===== src/itrt_pkg.sv =====
// itrt_pkg: shared types, constants and helpers for integer_to_radix_text.
// Used by itrt_ctrl, itrt_datapath and the top level. No dependencies.
package itrt_pkg;

    localparam int DATA_W          = 32;
    localparam int RADIX_W         = 5;
    localparam int CHAR_W          = 7;
    localparam int DIGIT_W         = 4;
    localparam int MAX_DIGITS      = 32;
    localparam int NDIG_W          = 6;
    localparam int LEN_W           = 7;
    localparam int STEPS_PER_CYCLE = 8;
    localparam int DIV_CYCLES      = DATA_W / STEPS_PER_CYCLE;
    localparam int DIV_CNT_W       = $clog2(DIV_CYCLES);
    localparam int MAX_CHARS_DEF   = 33;

    localparam logic [RADIX_W-1:0] RADIX_MIN = 5'd2;
    localparam logic [RADIX_W-1:0] RADIX_MAX = 5'd16;

    localparam logic [CHAR_W-1:0] ASCII_MINUS = 7'h2D;
    localparam logic [CHAR_W-1:0] ASCII_ZERO  = 7'h30;
    localparam logic [CHAR_W-1:0] ASCII_NINE  = 7'h39;
    localparam logic [CHAR_W-1:0] ASCII_A     = 7'h41;
    localparam logic [CHAR_W-1:0] ASCII_F     = 7'h46;

    typedef struct packed {
        logic signed [DATA_W-1:0] value;
        logic [RADIX_W-1:0]       radix;
    } in_item_t;

    typedef struct packed {
        logic [CHAR_W-1:0] character;
        logic              last;
    } out_item_t;

    typedef struct packed {
        logic load;
        logic step;
        logic finish;
        logic prep;
        logic shift;
    } dp_cmd_t;

    typedef struct packed {
        logic conv_done;
        logic last_char;
    } dp_stat_t;

    function automatic logic [CHAR_W-1:0] digit_to_ascii(input logic [DIGIT_W-1:0] d);
        logic [CHAR_W-1:0] c;
        if (d < 4'd10)
        begin
            c = ASCII_ZERO + CHAR_W'(d);
        end
        else
        begin
            c = ASCII_A + CHAR_W'(d - 4'd10);
        end
        return c;
    endfunction

endpackage


===== src/integer_to_radix_text.sv =====
// integer_to_radix_text: signed 32-bit integer to ASCII text in base 2..16.
// Each digit is made by a run of divider steps at 8 quotient bits each and a check,
//   after the input transfer; then one character per cycle while not stalled.
// A new number is taken only once the last character of the previous one is sent.
// Reset: asynchronous active-low rst_n returns the controller to idle.
// Depends on itrt_pkg, itrt_ctrl, itrt_datapath.
module integer_to_radix_text #(
    parameter int MAX_CHARS = itrt_pkg::MAX_CHARS_DEF
) (
    input  logic                clk,
    input  logic                rst_n,
    input  logic                num_valid,
    output logic                num_stall,
    input  itrt_pkg::in_item_t  num,
    output logic                txt_valid,
    input  logic                txt_stall,
    output itrt_pkg::out_item_t txt
);

    itrt_pkg::dp_cmd_t  cmd;
    itrt_pkg::dp_stat_t stat;

    itrt_ctrl u_ctrl (
        .clk       (clk),
        .rst_n     (rst_n),
        .num_valid (num_valid),
        .num_stall (num_stall),
        .txt_valid (txt_valid),
        .txt_stall (txt_stall),
        .stat      (stat),
        .cmd       (cmd)
    );

    itrt_datapath #(
        .MAX_CHARS (MAX_CHARS)
    ) u_dp (
        .clk   (clk),
        .rst_n (rst_n),
        .cmd   (cmd),
        .num   (num),
        .stat  (stat),
        .txt   (txt)
    );

    a_no_accept_while_emitting: assert property (@(posedge clk) disable iff (!rst_n)
        txt_valid |-> num_stall)
        else $error("input taken while characters pending");

    a_busy_after_accept: assert property (@(posedge clk) disable iff (!rst_n)
        (num_valid && !num_stall) |=> (num_stall && !txt_valid))
        else $error("not converting after input transfer");

    a_last_ends_text: assert property (@(posedge clk) disable iff (!rst_n)
        (txt_valid && !txt_stall && txt.last) |=> !txt_valid)
        else $error("characters after last");

    a_legal_char: assert property (@(posedge clk) disable iff (!rst_n)
        txt_valid |-> ((txt.character == itrt_pkg::ASCII_MINUS)
                       || ((txt.character >= itrt_pkg::ASCII_ZERO)
                           && (txt.character <= itrt_pkg::ASCII_NINE))
                       || ((txt.character >= itrt_pkg::ASCII_A)
                           && (txt.character <= itrt_pkg::ASCII_F))))
        else $error("illegal character");

endmodule


===== src/itrt_datapath.sv =====
// itrt_datapath: magnitude, 8-bit-per-cycle radix divider, digit stack and
// character output for integer_to_radix_text. Depends on itrt_pkg.
module itrt_datapath #(
    parameter int MAX_CHARS = itrt_pkg::MAX_CHARS_DEF
) (
    input  logic                 clk,
    input  logic                 rst_n,
    input  itrt_pkg::dp_cmd_t    cmd,
    input  itrt_pkg::in_item_t   num,
    output itrt_pkg::dp_stat_t   stat,
    output itrt_pkg::out_item_t  txt
);

    localparam int CW    = $clog2(MAX_CHARS + 1);
    localparam int BUF_W = itrt_pkg::MAX_DIGITS * itrt_pkg::DIGIT_W;

    logic [itrt_pkg::DATA_W-1:0]  mag_reg, mag_next;
    logic [itrt_pkg::DIGIT_W-1:0] rmd_reg, rmd_next;
    logic [itrt_pkg::RADIX_W-1:0] base_reg, base_next;
    logic                         neg_reg, neg_next;
    logic                         sign_pend_reg, sign_pend_next;
    logic [BUF_W-1:0]             dig_reg, dig_next;
    logic [itrt_pkg::NDIG_W-1:0]  ndig_reg, ndig_next;
    logic [CW-1:0]                rem_reg, rem_next;

    logic [itrt_pkg::DATA_W-1:0]  q_step;
    logic [itrt_pkg::DIGIT_W-1:0] r_step;
    logic [itrt_pkg::RADIX_W-1:0] base_clamp;
    logic [itrt_pkg::LEN_W-1:0]   len;
    logic [itrt_pkg::LEN_W-1:0]   max_len;
    logic [itrt_pkg::LEN_W-1:0]   total;

    // restoring division, several quotient bits per cycle
    always_comb
    begin
        logic [itrt_pkg::RADIX_W-1:0] t;
        q_step = mag_reg;
        r_step = rmd_reg;
        for (int i = 0; i < itrt_pkg::STEPS_PER_CYCLE; i++)
        begin
            t = {r_step, q_step[itrt_pkg::DATA_W-1]};
            if (t >= base_reg)
            begin
                r_step = itrt_pkg::DIGIT_W'(t - base_reg);
                q_step = {q_step[itrt_pkg::DATA_W-2:0], 1'b1};
            end
            else
            begin
                r_step = t[itrt_pkg::DIGIT_W-1:0];
                q_step = {q_step[itrt_pkg::DATA_W-2:0], 1'b0};
            end
        end
    end

    always_comb
    begin
        if (num.radix < itrt_pkg::RADIX_MIN)
        begin
            base_clamp = itrt_pkg::RADIX_MIN;
        end
        else if (num.radix > itrt_pkg::RADIX_MAX)
        begin
            base_clamp = itrt_pkg::RADIX_MAX;
        end
        else
        begin
            base_clamp = num.radix;
        end
    end

    assign len     = itrt_pkg::LEN_W'(neg_reg) + itrt_pkg::LEN_W'(ndig_reg);
    assign max_len = itrt_pkg::LEN_W'(MAX_CHARS);
    assign total   = (len < max_len) ? len : max_len;

    always_comb
    begin
        mag_next       = mag_reg;
        rmd_next       = rmd_reg;
        base_next      = base_reg;
        neg_next       = neg_reg;
        sign_pend_next = sign_pend_reg;
        dig_next       = dig_reg;
        ndig_next      = ndig_reg;
        rem_next       = rem_reg;
        if (cmd.load)
        begin
            neg_next  = num.value[itrt_pkg::DATA_W-1];
            mag_next  = num.value[itrt_pkg::DATA_W-1]
                        ? (itrt_pkg::DATA_W'(0) - itrt_pkg::DATA_W'(num.value))
                        : itrt_pkg::DATA_W'(num.value);
            base_next = base_clamp;
            rmd_next  = '0;
            ndig_next = '0;
        end
        if (cmd.step)
        begin
            mag_next = q_step;
            rmd_next = r_step;
        end
        if (cmd.finish)
        begin
            mag_next  = q_step;
            rmd_next  = '0;
            dig_next  = {r_step, dig_reg[BUF_W-1:itrt_pkg::DIGIT_W]};
            ndig_next = ndig_reg + 1'b1;
        end
        if (cmd.prep)
        begin
            rem_next       = CW'(total);
            sign_pend_next = neg_reg;
        end
        if (cmd.shift)
        begin
            rem_next = rem_reg - 1'b1;
            if (sign_pend_reg)
            begin
                sign_pend_next = 1'b0;
            end
            else
            begin
                dig_next = {dig_reg[BUF_W-itrt_pkg::DIGIT_W-1:0], itrt_pkg::DIGIT_W'(0)};
            end
        end
    end

    always_ff @(posedge clk or negedge rst_n)
    begin
        if (!rst_n)
        begin
            mag_reg       <= '0;
            rmd_reg       <= '0;
            base_reg      <= itrt_pkg::RADIX_MIN;
            neg_reg       <= 1'b0;
            sign_pend_reg <= 1'b0;
            dig_reg       <= '0;
            ndig_reg      <= '0;
            rem_reg       <= '0;
        end
        else
        begin
            mag_reg       <= mag_next;
            rmd_reg       <= rmd_next;
            base_reg      <= base_next;
            neg_reg       <= neg_next;
            sign_pend_reg <= sign_pend_next;
            dig_reg       <= dig_next;
            ndig_reg      <= ndig_next;
            rem_reg       <= rem_next;
        end
    end

    assign stat.conv_done = (mag_reg == '0)
                            || (ndig_reg == itrt_pkg::NDIG_W'(itrt_pkg::MAX_DIGITS));
    assign stat.last_char = (rem_reg == CW'(1));

    assign txt.character = sign_pend_reg
                           ? itrt_pkg::ASCII_MINUS
                           : itrt_pkg::digit_to_ascii(
                                 dig_reg[BUF_W-1:BUF_W-itrt_pkg::DIGIT_W]);
    assign txt.last      = stat.last_char;

endmodule


===== src/itrt_ctrl.sv =====
// itrt_ctrl: sequencing state machine for integer_to_radix_text.
// Drives datapath commands and both handshakes. Depends on itrt_pkg.
module itrt_ctrl (
    input  logic               clk,
    input  logic               rst_n,
    input  logic               num_valid,
    output logic               num_stall,
    output logic               txt_valid,
    input  logic               txt_stall,
    input  itrt_pkg::dp_stat_t stat,
    output itrt_pkg::dp_cmd_t  cmd
);

    typedef enum logic [1:0] {ST_IDLE, ST_DIV, ST_CHECK, ST_EMIT} state_t;

    state_t                         state_reg, state_next;
    logic [itrt_pkg::DIV_CNT_W-1:0] cnt_reg, cnt_next;
    logic                           last_div;

    assign last_div = (cnt_reg == itrt_pkg::DIV_CNT_W'(itrt_pkg::DIV_CYCLES - 1));

    always_comb
    begin
        state_next = state_reg;
        cnt_next   = cnt_reg;
        cmd        = '0;
        case (state_reg)
            ST_IDLE:
            begin
                if (num_valid)
                begin
                    cmd.load   = 1'b1;
                    cnt_next   = '0;
                    state_next = ST_DIV;
                end
            end
            ST_DIV:
            begin
                cnt_next = cnt_reg + 1'b1;
                if (last_div)
                begin
                    cmd.finish = 1'b1;
                    state_next = ST_CHECK;
                end
                else
                begin
                    cmd.step = 1'b1;
                end
            end
            ST_CHECK:
            begin
                cnt_next = '0;
                if (stat.conv_done)
                begin
                    cmd.prep   = 1'b1;
                    state_next = ST_EMIT;
                end
                else
                begin
                    state_next = ST_DIV;
                end
            end
            ST_EMIT:
            begin
                if (!txt_stall)
                begin
                    cmd.shift = 1'b1;
                    if (stat.last_char)
                    begin
                        state_next = ST_IDLE;
                    end
                end
            end
            default:
            begin
                state_next = ST_IDLE;
            end
        endcase
    end

    always_ff @(posedge clk or negedge rst_n)
    begin
        if (!rst_n)
        begin
            state_reg <= ST_IDLE;
            cnt_reg   <= '0;
        end
        else
        begin
            state_reg <= state_next;
            cnt_reg   <= cnt_next;
        end
    end

    assign num_stall = (state_reg != ST_IDLE);
    assign txt_valid = (state_reg == ST_EMIT);

endmodule

===== config.mk =====
export PLATFORM = sky130hd
export DESIGN_NAME = integer_to_radix_text
export DESIGN_NICKNAME = d
export VERILOG_FILES = /design/src/itrt_pkg.sv /design/src/integer_to_radix_text.sv /design/src/itrt_datapath.sv /design/src/itrt_ctrl.sv
export SDC_FILE = /design/constraint.sdc
export NUM_CORES = 1
export LEC_CHECK = 0
export BUFFER_PORTS_ARGS = -buffer_cell sky130_fd_sc_hd__buf_2
export CAP_MARGIN = 15
export CORE_ASPECT_RATIO = 0.8
export CORE_MARGIN = 4
export CORE_UTILIZATION = 48
export DETAILED_ROUTE_END_ITERATION = 16
export SLEW_MARGIN = 25
export SYNTH_ARGS = -nofsm -noshare
export SYNTH_HDL_FRONTEND = slang
export SYNTH_SLANG_ARGS = --single-unit

===== constraint.sdc =====
create_clock -name clk -period 33.6 [get_ports clk]
set_input_delay 6.72 -clock clk [delete_from_list [all_inputs] [get_ports clk]]
set_output_delay 6.72 -clock clk [all_outputs]
set_load 0.01 [all_outputs]

* After elaboration in Yosys (flattened, before gate mapping)
Index checks and enable logic that the tools add are counted.
W data, S select, Z words.
** Word-level totals
- Output and inout port bits :: 10
- Logic and storage cells :: 113
- Input bits :: 41
- Register bits :: 187
** Operators by class
- Add/subtract/negate cells :: 16
- Mux-type cells :: 55
- Reductions and logical operators :: 10
- Equal/unequal tests :: 10
- Order comparisons :: 12
** Operator list (count)
- $mux W128 :: 3
- $mux W32 :: 4
- $mux W4 :: 11
- $ge A5 B5 Y1 :: 8
- $logic_not A32 Y1 :: 1
- $sub A1 B32 Y32 const A :: 1
- $sub A4 B4 Y4 :: 8
- $mux W6 :: 5
- $mux W1 :: 19
- $mux W2 :: 7
- $mux W7 :: 2
- $mux W5 :: 2
- $pmux W2 S4 :: 1
- $add A1 B6 Y7 :: 1
- $add A6 B4 Y7 const A :: 1
- $add A7 B7 Y7 const A :: 1
- $lt A7 B6 Y1 const B :: 1
- $add A6 B1 Y6 const B :: 1
- $eq A2 B2 Y1 const B :: 3
- $eq A6 B1 Y1 const B :: 1
- $eq A6 B6 Y1 const B :: 1
- $pmux W2 S3 :: 1
- $reduce_bool A2 Y1 :: 3
- $reduce_bool A3 Y1 :: 2
- other kinds (13) :: 15

* Longest topological paths before layout
Gate-level depths: netlist of run 1.
- Word-level depth :: 19
- Gate-level depth with buffers :: 53
- Depth with buffers taken out :: 52

* Cells and area by module
Synthesis of run 1 repeated with hierarchy kept, for this count alone.
** Unflattened totals
- Cell total of the unflattened synthesis :: 1257
- Area, all modules :: 11521.0 um^2
** Modules (own cells, without submodules)
- itrt_datapath :: area each 11247.0 um^2, instances 1, seq. area each 4580.6 um^2, cells an instance 1227
- itrt_ctrl :: area each 274.0 um^2, instances 1, seq. area each 100.1 um^2, cells an instance 30

* Least setup slack after synthesis of run 1
OpenSTA, ideal clock, no wires.
- Kind :: register to register
- Start :: register u_dp.base_reg[1] in the netlist's numbering
- End :: register u_dp.dig_reg[124]
- Data arrival time :: 10418 ps
- Period minus slack after synthesis :: 10500 ps
- Stages on the path, launching flop included :: 51
- Slack :: 23100 ps
- Required time :: 33517 ps
- Path buffers :: 1
- Library setup time :: 83 ps
- Cells stage by stage :: dfstp_2 > inv_1 > ha_1 > nor2b_1 > o31a_1 > o21ai_0 > nand2_1 > mux2i_1 > inv_1 > ha_1 > a21o_1 > a31oi_1 > o21ai_1 > nand2_1 > o31a_1 > ha_1 > a21o_1 > a31oi_1 > (+15 left out) > ha_1 > a21oi_1 > inv_1 > a31o_2 > nor2_1 > a21oi_1 > ha_1 > a21o_1 > a31oi_1 > o21ai_0 > o41a_1 > ha_1 > a21oi_1 > o21ai_0 > a31oi_1 > mux2i_1 > nor2_1 > o21ai_0
** Between the ends
- Longest elaborated chain between the ends :: 19
- Elaborated cells on any way between the ends :: 26
- Those cells by class :: add/sub: 7; order compare: 8; mux: 11
** Ends and longest elaborated chain
- start: declaration :: RTL line itrt_datapath.sv:19 : logic [itrt_pkg::RADIX_W-1:0] base_reg, base_next;
- start signal: assignment :: RTL line itrt_datapath.sv:132 : base_reg <= itrt_pkg::RADIX_MIN;
- start signal: assignment :: RTL line itrt_datapath.sv:143 : base_reg <= base_next;
- $sub A4 B4 Y4 / $ge A5 B5 Y1 (equally long branches) :: RTL line itrt_datapath.sv:44, itrt_datapath.sv:42
- $mux W4 :: RTL line itrt_datapath.sv:42 : if (t >= base_reg)
- $sub A4 B4 Y4 / $ge A5 B5 Y1 (equally long branches) :: RTL line itrt_datapath.sv:44, itrt_datapath.sv:42
- $mux W4 :: RTL line itrt_datapath.sv:42
- $sub A4 B4 Y4 / $ge A5 B5 Y1 (equally long branches) :: RTL line itrt_datapath.sv:44, itrt_datapath.sv:42
- $mux W4 :: RTL line itrt_datapath.sv:42
- $ge A5 B5 Y1 / $sub A4 B4 Y4 (equally long branches) :: RTL line itrt_datapath.sv:42, itrt_datapath.sv:44
- $mux W4 :: RTL line itrt_datapath.sv:42
- (+4 left out)
- $sub A4 B4 Y4 / $ge A5 B5 Y1 (equally long branches) :: RTL line itrt_datapath.sv:44, itrt_datapath.sv:42
- $mux W4 :: RTL line itrt_datapath.sv:42
- $ge A5 B5 Y1 (*) :: RTL line itrt_datapath.sv:42
- $mux W4 (*) :: RTL line itrt_datapath.sv:42
- $mux W128 (*) :: RTL line itrt_datapath.sv:100 : if (cmd.finish)
- $mux W128 :: RTL line itrt_datapath.sv:115 : if (sign_pend_reg)
- $mux W128 (*) :: RTL line itrt_datapath.sv:112 : if (cmd.shift)
- net u_dp.dig_next[124] :: RTL line itrt_datapath.sv:22 : logic [BUF_W-1:0] dig_reg, dig_next;
- end signal: assignment :: RTL line itrt_datapath.sv:146 : dig_reg <= dig_next;
- end: declaration :: RTL line itrt_datapath.sv:22
The timed path passes the listed nets; every way through them passes the cells marked *.
A chain may end at the register's enable or synchronous reset.

* Worst setup path after layout of run 1
- Start :: register u_dp.base_reg[1] in the netlist's numbering
- End :: register u_dp.rmd_reg[3] in the netlist's numbering
** Between the ends
- Longest elaborated chain between the ends :: 18
- Elaborated cells on any way between the ends :: 26
- Those cells by class :: add/sub: 8; order compare: 8; mux: 10
** Ends and longest elaborated chain
- $sub A4 B4 Y4 / $ge A5 B5 Y1 (equally long branches) :: RTL line itrt_datapath.sv:44, itrt_datapath.sv:42
- $mux W4 :: RTL line itrt_datapath.sv:42
- $sub A4 B4 Y4 / $ge A5 B5 Y1 (equally long branches) :: RTL line itrt_datapath.sv:44, itrt_datapath.sv:42
- $mux W4 :: RTL line itrt_datapath.sv:42
- $sub A4 B4 Y4 / $ge A5 B5 Y1 (equally long branches) :: RTL line itrt_datapath.sv:44, itrt_datapath.sv:42
- $mux W4 :: RTL line itrt_datapath.sv:42
- $ge A5 B5 Y1 / $sub A4 B4 Y4 (equally long branches) :: RTL line itrt_datapath.sv:42, itrt_datapath.sv:44
- $mux W4 :: RTL line itrt_datapath.sv:42
- (+2 left out)
- $sub A4 B4 Y4 / $ge A5 B5 Y1 (equally long branches) :: RTL line itrt_datapath.sv:44, itrt_datapath.sv:42
- $mux W4 :: RTL line itrt_datapath.sv:42
- $ge A5 B5 Y1 / $sub A4 B4 Y4 (equally long branches) :: RTL line itrt_datapath.sv:42, itrt_datapath.sv:44
- $mux W4 :: RTL line itrt_datapath.sv:42
- $sub A4 B4 Y4 / $ge A5 B5 Y1 (equally long branches) :: RTL line itrt_datapath.sv:44, itrt_datapath.sv:42
- $mux W4 (*) :: RTL line itrt_datapath.sv:42
- $mux W4 (*) :: RTL line itrt_datapath.sv:95 : if (cmd.step)
- $mux W4 (*) :: RTL line itrt_datapath.sv:100
- end signal: assignment :: RTL line itrt_datapath.sv:142 : rmd_reg <= rmd_next;
- end: declaration :: RTL line itrt_datapath.sv:18 : logic [itrt_pkg::DIGIT_W-1:0] rmd_reg, rmd_next;
Mark *: on every way between the ends. The rest lies on a longest branch, timed or not.

==> results.env, run 1 <==
PATH_COMMON_CELL='ha_1'
ANTENNA-DIODE-COUNT=0
FP.COREAREA_UM2=22700
GRT_MAX_DEGREE=125
MAXIMUM_CLOCK_SKEW_AT_FINAL_LAYOUT_NS=0.0121
SEQ_AREA_FRAC_SYNTH=0.416
DRT-PASS1-ITER-COUNT=5
DPL.CELL_COUNT=1657
CLKSLEWWORSTSETUPHOLDPATHS_NS=0.07
GROUTE.USAGE.OVERALL=0.213
START_UTIL=0.495
REG2REG_SLACK_NS=21.46
TIMING_WORST_SETUP_PATH_TYPE='flip-flop to flip-flop'
TRITONCTS_NUM_SINKS=187
SYNTH.NET_COUNT=1467
MAX_STAGE_DELAY_NS=0.72
H-TREE-DEPTH=4
ROUTE.DETAILED.DRC=0
CRITPATHLAUNCHTYPE='flip-flop'
TIMING.FINAL.MAX_SLEW_VIOLATIONS=0
AREAGROWTHSYNTHTOFINISH_PCT=9.56
DPL_HPWL_UM=18400
MET3_DEMAND_TO_CAPACITY_SHARE_IN_GLOBAL_ROUTING=0.0398
GRT_SETUP_UNREPAIRED='false'
SETUP_VIOLATIONS=0
FLOORPLAN.DIE.HEIGHT_UM=145
AVGROUTEDWIREPERCELL_UM=16.2
SYNTH-EDFF-COUNT=0
SYN_AREA_PER_CELL_UM2=8.24
MAX_CAP_VIOLATIONS=0
DIE_W_UM=179
SYNTH_FF_TYPE='dfrtp_1'
CRITPATHSLOWESTCELL='dfstp_2'
GRT.MET2_USAGE=0.299
NUMBER_OF_STORAGE_ELEMENTS_IN_THE_SYNTHESIS_NETLIST=187
GRT_PASS1_WL_UM=45800
MAX_SLEW.WORST_PIN.SLEW_NS=0.916
NETS=1471
ROUTABILITY_CONG=0.904
POSTSYNTHCELLCOUNT=1366
SYNTHESIS.AREA_UM2=11300
FP-ROW-COUNT=49
LAYOUTNONFILLERINSTCOUNT=1689
LARGEST_REGISTER_FF_COUNT=128
DR.FIRST_ITER.DRC_COUNT=857
CLK_LATENCY_NS=0.44
TOTALWIRELENGTH_UM=27400
POST_ROUTE_CELLS_DRIVE_ABOVE_1_SHARE=0.0810
POSTCTSSETUPBUFFERS=0
WORST-PATH-BUF-INV=4
SYNTH_ASYNC_SR_FLOP_SHARE=1.00
PATH_MAX_FANOUT=12
MIN_PATH_TYPE='flip-flop to flip-flop'
POST_DRT_VIA_CELL_RATIO=5.74
YOSYS.CELL_TYPES.COUNT=68
CTS-ROOT-TO-SINK-BUFFERS=2
LAYOUT.CORE_UTILIZATION=0.542
POSTCTSRESIZEDCELLS=0
ANT_NETS=0
GROUTE.LAYER.MET1.USAGE=0.338
CTS_BUFFERS=17
REQUIRED_NS=33.91
GR-MAX-USAGE-LAYER='met1'
RUN_STATUS='complete, no violations'
OVERFLOW=0
NUMBER_OF_ANTENNA_VIOLATIONS_AT_THE_FIRST_CHECK_IN_GLOBAL_ROUTING=0
CTS_HOLD_BUF=0
FINAL_MIN_PERIOD_OVER_CLOCK_PERIOD=0.361
DIE_AREA_UM2=26000
ROUTED-VIA-COUNT=9702
CTS_TREE='yes'
WORST_SLEW_SLACK_AS_A_FRACTION_OF_ITS_LIMIT=0.387
FIN_SETUP_TNS_NS=0
PORT_BUFFERS=50
CP.ARRIVAL_NS=12.44
IOPINCOUNT=51
FIRST_GLOBAL_VIAS=8862
ACHIEVABLE-FREQUENCY_GHz=0.0824
ROOT_BUFFER='clkbuf_16'
DELAY_HEAVIEST_FAMILY_CP='compound AO/OA/AOI/OAI gates'
WORST_SETUP_PATH_END_KIND='flip-flop'
FINAL.MIN_CLOCK_PERIOD_NS=12.14
YOSYS_WARNINGS=0
FINALHOLDVIOLATIONS=0
-- final timing paths --
path / from / end / depth (start not counted)
setup / recovery: u_dp.base_reg[1]$_DFFE_PN1P_ / u_dp.rmd_reg[3]$_DFFE_PN0P_ / 45
hold / removal: u_ctrl.cnt_reg[1]$_DFFE_PN0P_ / u_ctrl.cnt_reg[1]$_DFFE_PN0P_ / 1
setup reg to reg: u_dp.base_reg[1]$_DFFE_PN1P_ / u_dp.rmd_reg[3]$_DFFE_PN0P_ / 45
hold reg to reg: u_ctrl.cnt_reg[1]$_DFFE_PN0P_ / u_ctrl.cnt_reg[1]$_DFFE_PN0P_ / 1
max in group asynchronous: rst_n / u_dp.dig_reg[86]$_DFF_PN0_ / 2
min in group asynchronous: rst_n / u_ctrl.cnt_reg[0]$_DFFE_PN0P_ / 1
-- Yosys cell counts (11+ instances only) --
cell type | number | share of area
dfrtp_1 | 186 | 0.41
nand3_1 | 28 | 0.012
nor2_1 | 159 | 0.053
ha_1 | 52 | 0.058
xor2_1 | 24 | 0.019
a22oi_1 | 14 | 0.0093
nand2_1 | 307 | 0.10
o21ai_0 | 59 | 0.026
a31oi_1 | 134 | 0.074
nor2b_1 | 12 | 0.0067
xnor2_1 | 13 | 0.010
a21o_1 | 14 | 0.0093
nand2b_1 | 11 | 0.0061
clkbuf_1 | 74 | 0.025
mux2i_1 | 20 | 0.018
nor3_1 | 15 | 0.0067
a22o_1 | 15 | 0.012
nor4_1 | 11 | 0.0061
a21oi_1 | 55 | 0.024
inv_1 | 45 | 0.015
-- kinds of logic after synthesis --
kind of cell | after synthesis | share of synthesized area
simple gates | 587 | 0.225
compound gates | 351 | 0.198
flops | 187 | 0.416
buf+inv | 122 | 0.0408
fa+ha+maj | 60 | 0.0720
xor+xnor | 37 | 0.0288
mux | 22 | 0.0198
-- layout make-up --
cell class,instances,area (um^2)
fillers,2147,10400
well taps,306,383
clock inverters,12,138
flip-flops and latches,187,4680
inverters,45,169
multi-input cells,1057,6150
clock buffers,20,457
repair buffers,62,353
-- metal layers --
| metal | wire (um) | vias up |
|---|---|---|
| li1 | - | 4802 |
| met1 | 14200 | 4655 |
| met2 | 11600 | 211 |
| met3 | 1310 | 34 |
| met4 | 356 | 0 |
| met5 | 0 | - |
-- stage by stage --
step	instance area (um^2)	setup WS, ns	hold slack [ns]
final	12300	21.46	0.525
after global routing	12300	20.20	0.551
after CTS	12300	21.61	0.528
after detailed placement	11700	21.62	0.514
after global placement	11700	22.15	0.506
after floorplan	11300	23.10	0.454
-- layout by cell type (no fill, tap or decap), types with 3 or more instances in the layout --
| cell type | n |
|---|---|
| a221o_1 | 3 |
| a22o_1 | 15 |
| nor4_1 | 11 |
| buf_2 | 49 |
| o311ai_0 | 3 |
| nor2b_1 | 12 |
| ha_1 | 52 |
| o211ai_1 | 7 |
| a31oi_1 | 134 |
| nand4_1 | 4 |
| xor2_1 | 24 |
| nand2b_1 | 11 |
| o31ai_1 | 6 |
| o22ai_1 | 3 |
| dfrtp_1 | 186 |
| mux2i_1 | 20 |
| xnor2_1 | 13 |
| nand3b_1 | 6 |
| o221ai_1 | 4 |
| fa_1 | 8 |
| nor2_1 | 157 |
| nand3_1 | 28 |
| nand2_1 | 305 |
| clkbuf_8 | 3 |
| a211oi_1 | 3 |
| o21ai_1 | 6 |
| nor3b_1 | 5 |
| inv_1 | 45 |
| a21o_1 | 14 |
| clkinvlp_4 | 4 |
| buf_4 | 11 |
| nor3_1 | 15 |
| a21boi_0 | 3 |
| clkbuf_16 | 17 |
| a22oi_1 | 14 |
| a21oi_1 | 55 |
| o21a_1 | 5 |
| or3_1 | 8 |
| o21ai_0 | 59 |
Power of run 1 is not shown: default switching activity piles up to over one toggle a cycle in this logic, so the estimate is an artifact.
==> inputs of run 2 (changes only) <==
--- a/config.mk
+++ b/config.mk
@@ -11,6 +11,7 @@
 export CORE_MARGIN = 4
 export CORE_UTILIZATION = 48
 export DETAILED_ROUTE_END_ITERATION = 16
+export PLACE_DENSITY = 0.67
 export SLEW_MARGIN = 25
 export SYNTH_ARGS = -nofsm -noshare
 export SYNTH_HDL_FRONTEND = slang
==> constraint.sdc (replaced) <==
create_clock -name clk -period 10.2 [get_ports clk]
set_input_delay 2.04 -clock clk [delete_from_list [all_inputs] [get_ports clk]]
set_output_delay 2.04 -clock clk [all_outputs]
set_load 0.01 [all_outputs]
==> run 2 against run 1 <==
Effect of this change:
- register-to-register slack lost 21 ns
- critical path type unchanged
- first-iteration DRC count is 18% higher
- global-route usage decreased by 0.068 points
- final area grew 4.7%
- fmax increased by 23%
- largest cell class unchanged
- cell count rose by 2.0%
==> results.env, run 2 (synthesized netlist as in run 1, its figures left out) <==
DR.FIRST_ITER.DRC_COUNT=1013  # +18%
AVGROUTEDWIREPERCELL_UM=16.2  # -0.36%
FLOORPLAN.DIE.HEIGHT_UM=145  # unchanged
GRT_MAX_DEGREE=126  # +0.80%
POST_ROUTE_CELLS_DRIVE_ABOVE_1_SHARE=0.130  # +0.0490
DRT-PASS1-ITER-COUNT=5  # unchanged
GRT_PASS1_WL_UM=45600  # -0.45%
CRITPATHLAUNCHTYPE='flip-flop'
DPL_HPWL_UM=18100  # -2.1%
FP.COREAREA_UM2=22700  # unchanged
FINAL.MIN_CLOCK_PERIOD_NS=9.83  # -2.30 ns
LARGEST_REGISTER_FF_COUNT=128  # unchanged
MIN_PATH_TYPE='flip-flop to flip-flop'
CTS_BUFFERS=17  # unchanged
CTS-ROOT-TO-SINK-BUFFERS=2  # unchanged
CP.ARRIVAL_NS=10.12  # -2.32 ns
FINAL_MIN_PERIOD_OVER_CLOCK_PERIOD=0.964  # +0.603
POST_DRT_VIA_CELL_RATIO=5.78  # +0.64%
MAX_SLEW.WORST_PIN.SLEW_NS=1.02  # +0.108 ns
CRITPATHSLOWESTCELL='dfstp_2'
ROOT_BUFFER='clkbuf_16'
FIRST_GLOBAL_VIAS=8816  # -0.52%
START_UTIL=0.495  # unchanged
AREAGROWTHSYNTHTOFINISH_PCT=14.7
DIE_AREA_UM2=26000  # unchanged
ROUTED-VIA-COUNT=9955  # +2.6%
TRITONCTS_NUM_SINKS=187  # unchanged
CLKSLEWWORSTSETUPHOLDPATHS_NS=0.07  # about the same
ACHIEVABLE-FREQUENCY_GHz=0.102  # +23%
LAYOUT.CORE_UTILIZATION=0.568  # +0.0254
TIMING_WORST_SETUP_PATH_TYPE='flip-flop to flip-flop'
GROUTE.USAGE.OVERALL=0.212  # -0.000677
FP-ROW-COUNT=49  # unchanged
DIE_W_UM=179  # unchanged
NETS=1504  # +2.2%
ROUTE.DETAILED.DRC=0  # unchanged
PATH_MAX_FANOUT=8  # -4
REQUIRED_NS=10.48  # -23.43 ns
NUMBER_OF_ANTENNA_VIOLATIONS_AT_THE_FIRST_CHECK_IN_GLOBAL_ROUTING=0  # unchanged
CLK_LATENCY_NS=0.44  # about the same
FINAL_COMMON_CELL='nand2_1'
HOLD_WS_NS=0.524  # -0.00169 ns
MOST-COMMON-LAYOUT-CELLS='303 x nand2_1, 186 x dfrtp_1, 154 x nor2_1'
TIMING.FINAL.MAX_SLEW_VIOLATIONS=0  # unchanged
OVERFLOW=0  # unchanged
ROUTABILITY_CONG=0.869  # -3.9%
H-TREE-DEPTH=4  # unchanged
SETUP_VIOLATIONS=0  # unchanged
PRECTSSETUPSLACK_NS=-0.298  # -21.92 ns
MAX_STAGE_DELAY_NS=0.53  # -0.19 ns
LAYOUTNONFILLERINSTCOUNT=1722  # +2.0%
WORST_SETUP_PATH_END_KIND='flip-flop'
RUN_STATUS='complete, no violations'
CTS_TREE='yes'
MAX_CAP_VIOLATIONS=0  # unchanged
MAXIMUM_CLOCK_SKEW_AT_FINAL_LAYOUT_NS=0.0137  # +0.00161 ns
ANTENNA-DIODE-COUNT=0  # unchanged
WORST_SLEW_SLACK_AS_A_FRACTION_OF_ITS_LIMIT=0.312  # -0.0759
IOPINCOUNT=51  # unchanged
ANT_NETS=0  # unchanged
POST-ROUTE-WORST-SETUP-SLACK_NS=0.365  # -21.10 ns
DPL.CELL_COUNT=1676  # +1.1%
PORT_BUFFERS=50  # unchanged
TOTALWIRELENGTH_UM=27900  # +1.6%
FINALHOLDVIOLATIONS=0  # unchanged
run 2: repair_timing:
| action | CTS | global route |
|---|---|---|
| buffers inserted | 3 | 11 |
| setup endpoints to repair | 8 | 9 |
| pin swaps | 2 | 18 |
| hold buffers | 0 | 0 |
| gates resized for setup | 9 | 54 |
run 2: worst paths after layout:
kind | from | end | slack (ns) | depth (start not counted)
max in group asynchronous | rst_n | u_dp.dig_reg[55]$_DFF_PN0_ | 7.28 | 2
max | u_dp.base_reg[1]$_DFFE_PN1P_ | u_dp.dig_reg[125]$_DFF_PN0_ | 0.37 | 49
min reg2reg | u_ctrl.cnt_reg[1]$_DFFE_PN0P_ | u_ctrl.cnt_reg[1]$_DFFE_PN0P_ | 0.52 | 1
min in group asynchronous | rst_n | u_dp.mag_reg[30]$_DFFE_PN0P_ | 1.72 | 1
min | u_ctrl.cnt_reg[1]$_DFFE_PN0P_ | u_ctrl.cnt_reg[1]$_DFFE_PN0P_ | 0.52 | 1
max reg2reg | u_dp.base_reg[1]$_DFFE_PN1P_ | u_dp.dig_reg[125]$_DFF_PN0_ | 0.37 | 49
run 2: critical path: cells and delay by family, from the launching register on:
family / cells / cell delay [ns]
simple gates: 5 / 0.60
fa+ha+maj: 8 / 2.42
flops: 1 / 0.53
buf+inv: 5 / 0.64
mux: 2 / 0.42
compound gates: 29 / 5.10
run 2: layout make-up:
class	count	area, um^2
clock inverters	12	184
inverters	45	169
well taps	306	383
flip-flops and latches	187	4680
fillers	2021	9840
multi-input cells	1057	6430
clock buffers	20	447
repair buffers	95	616
run 2: metrics by stage:
| step | cell area (um^2) | setup TNS (ns) |
|---|---|---|
| floorplan | 11300 | 0 |
| global route | 12900 | -0.410 |
| detailed placement | 11900 | -1.93 |
| CTS | 12600 | 0 |
| global placement | 11900 | 0 |
| finish | 12900 | 0 |
run 2: metal layers:
metal  GRT usage  part of all wire
met1       0.343              0.49
met2       0.292              0.44
met3      0.0393             0.054
met4      0.0472            0.0089
met5           0                 0
Power of run 2 is left out for the same reason.
==> inputs of run 3 (changes only) <==
--- a/config.mk
+++ b/config.mk
@@ -8,10 +8,8 @@
 export BUFFER_PORTS_ARGS = -buffer_cell sky130_fd_sc_hd__buf_2
 export CAP_MARGIN = 15
 export CORE_ASPECT_RATIO = 0.8
-export CORE_MARGIN = 4
 export CORE_UTILIZATION = 48
 export DETAILED_ROUTE_END_ITERATION = 16
-export PLACE_DENSITY = 0.67
 export SLEW_MARGIN = 25
 export SYNTH_ARGS = -nofsm -noshare
 export SYNTH_HDL_FRONTEND = slang
==> constraint.sdc (replaced) <==
create_clock -name clk -period 9.6 [get_ports clk]
set_input_delay 1.92 -clock clk [delete_from_list [all_inputs] [get_ports clk]]
set_output_delay 1.92 -clock clk [all_outputs]
set_load 0.01 [all_outputs]
==> run 3 against run 2 <==
Effect of this change:
- the run now ends with negative setup slack left
- global-route usage is 3.2 points higher
- cell count up 1.8%
- fmax increased by 1.2%
- sequential share of layout area down 1.6 points
- clock skew shrank 0.00059 ns
- critical path type unchanged
- highest routed layer unchanged
==> results.env, run 3 (synthesized netlist as in run 1, its figures left out) <==
FINALHOLDVIOLATIONS=0  # unchanged
CTS_BUFFERS=17  # unchanged
ROOT_BUFFER='clkbuf_16'
CLK_LATENCY_NS=0.44  # about the same
FAILING_CHECKS='negative setup slack'
TOTALWIRELENGTH_UM=29500  # +5.9%
FIN_SETUP_TNS_NS=-0.430  # -0.430 ns
FP.COREAREA_UM2=22700  # unchanged
CTS_HOLD_BUF=0  # unchanged
ROUTED-VIA-COUNT=9991  # +0.36%
FINAL_COMMON_CELL='nand2_1'
PORT_BUFFERS=50  # unchanged
GRT_MAX_DEGREE=115  # -8.7%
MIN_PATH_TYPE='flip-flop to flip-flop'
AVGROUTEDWIREPERCELL_UM=16.8  # +4.0%
FINAL_MIN_PERIOD_OVER_CLOCK_PERIOD=1.01  # +0.0482
ACHIEVABLE-FREQUENCY_GHz=0.103  # +1.2%
IOPINCOUNT=51  # unchanged
DRT-PASS1-ITER-COUNT=5  # unchanged
CLKSLEWWORSTSETUPHOLDPATHS_NS=0.07  # about the same
RUN_STATUS='finished, violations left'
CRITPATHLAUNCHTYPE='flip-flop'
FLOORPLAN.DIE.HEIGHT_UM=139  # -4.1%
FILLERS=2014  # -0.35%
FINAL-SEQ-AREA_UM2=4680  # unchanged
TRITONCTS_NUM_SINKS=187  # unchanged
NETS=1535  # +2.1%
DPL_HPWL_UM=18400  # +1.6%
PATH_COMMON_CELL='ha_4'
HOLD_WS_NS=0.524  # +0.000529 ns
ANT_NETS=0  # unchanged
LARGEST_REGISTER_FF_COUNT=128  # unchanged
MOST-COMMON-LAYOUT-CELLS='300 x nand2_1, 186 x dfrtp_1, 154 x nor2_1'
NUMBER_OF_ANTENNA_VIOLATIONS_AT_THE_FIRST_CHECK_IN_GLOBAL_ROUTING=1  # +1
OVERFLOW=0  # unchanged
DPL.CELL_COUNT=1685  # +0.54%
ROUTABILITY_CONG=0.877  # +0.93%
POST_DRT_VIA_CELL_RATIO=5.70  # -1.4%
MULTIINPUTGATEAREA_UM2=6760  # +5.1%
GROUTE.USAGE.OVERALL=0.244  # +0.0319
POST-ROUTE-WORST-SETUP-SLACK_NS=-0.119  # -0.484 ns
MAXIMUM_CLOCK_SKEW_AT_FINAL_LAYOUT_NS=0.0131  # -0.000591 ns
REQUIRED_NS=9.97  # -0.51 ns
MAX_STAGE_DELAY_NS=0.55  # +0.02 ns
CP.ARRIVAL_NS=10.09  # -0.03 ns
TIMING_WORST_SETUP_PATH_TYPE='flip-flop to flip-flop'
MAX_CAP_VIOLATIONS=0  # unchanged
DR.FIRST_ITER.DRC_COUNT=714  # -30%
DIE_AREA_UM2=24100  # -7.3%
FP-ROW-COUNT=49  # unchanged
CTS-ROOT-TO-SINK-BUFFERS=2  # unchanged
SETUP_VIOLATIONS=7  # +7
WORST_SETUP_PATH_END_KIND='flip-flop'
CRITPATHSLOWESTCELL='dfstp_2'
START_UTIL=0.495  # unchanged
AREAGROWTHSYNTHTOFINISH_PCT=20.0
FINAL.MIN_CLOCK_PERIOD_NS=9.72  # -0.116 ns
MAX_SLEW.WORST_PIN.SLEW_NS=0.990  # -0.0329 ns
POST_ROUTE_CELLS_DRIVE_ABOVE_1_SHARE=0.171  # +0.0408
GRT_PASS1_WL_UM=47800  # +5.0%
DIE_W_UM=173  # -3.3%
FIRST_GLOBAL_VIAS=9297  # +5.5%
ANTENNA-DIODE-COUNT=0  # unchanged
GRT_SETUP_UNREPAIRED='true'
PATH_MAX_FANOUT=8  # unchanged
WORST_SLEW_SLACK_AS_A_FRACTION_OF_ITS_LIMIT=0.334  # +0.0222
LAYOUTNONFILLERINSTCOUNT=1753  # +1.8%
H-TREE-DEPTH=4  # unchanged
CTS_TREE='yes'
ROUTE.DETAILED.DRC=0  # unchanged
TIMING.FINAL.MAX_SLEW_VIOLATIONS=0  # unchanged
==> run 3: changes by cell type in the layout (fill, tap and decap cells not counted), sizes merged <==
cell	delta
o21ai	+1
buf	+30
clkbuf	-1
inv	-4
clkinv	+4
clkinvlp	+2
bufinv	-1
==> run 3: worst paths after layout <==
| path | cells past startpoint | to | slack (ns) | startpoint |
|---|---|---|---|---|
| setup / recovery | 48 | u_dp.rmd_reg[0]$_DFFE_PN0P_ | -0.12 | u_dp.base_reg[1]$_DFFE_PN1P_ |
| hold / removal | 2 | u_dp.dig_reg[0]$_DFF_PN0_ | 0.52 | u_dp.dig_reg[0]$_DFF_PN0_ |
| setup reg to reg | 48 | u_dp.rmd_reg[0]$_DFFE_PN0P_ | -0.12 | u_dp.base_reg[1]$_DFFE_PN1P_ |
| hold reg to reg | 2 | u_dp.dig_reg[0]$_DFF_PN0_ | 0.52 | u_dp.dig_reg[0]$_DFF_PN0_ |
| max in group asynchronous | 2 | u_dp.dig_reg[118]$_DFF_PN0_ | 6.72 | rst_n |
| min in group asynchronous | 1 | u_ctrl.cnt_reg[1]$_DFFE_PN0P_ | 1.56 | rst_n |
==> run 3: repair_timing <==
action | in CTS | in global routing
buffers inserted | 17 | 17
gates resized for setup | 20 | 87
cloned | 1 | 0
pin swaps | 13 | 60
endpoints found under the setup margin | 8 | 9
endpoints found under the hold margin | 0 | 0
==> run 3: metrics by stage <==
stage	instance area (um^2)	worst slack, ns	util
after floorplan	11300	0.0260	-
after global placement	12000	0.00723	0.529
after detailed placement	12000	-0.200	0.529
after CTS	12900	-0.00940	0.566
after global routing	13500	-0.491	0.594
final	13500	-0.119	0.594
==> run 3: cell type report <==
type	count	area share
clock buffer	19	0.0328
multi-input combinational	1058	0.500
tap	306	0.0283
inverter	45	0.0128
clock inverter	13	0.0125
sequential	187	0.347
timing repair buffer	125	0.0666
==> run 3: critical path, delay by kind of cell (launching register included) <==
family                     cells  cell delay [ns]
DFF                            1             0.55
AOI/OAI and AO/OA             25             4.38
buffers and inverters          5             0.67
muxes                          5             1.38
and+or+nand+nor                5             0.89
adders and majority gates      8             1.76
==> run 3: per-layer routing <==
metal | vias to the layer above | global-route usage | share of wire
met5 | - | 0 | 0
met4 | 0 | 0.0605 | 0.015
met3 | 35 | 0.0447 | 0.047
met2 | 215 | 0.357 | 0.44
met1 | 4796 | 0.369 | 0.50
li1 | 4945 | - | -
Power of run 3 is left out for the same reason.
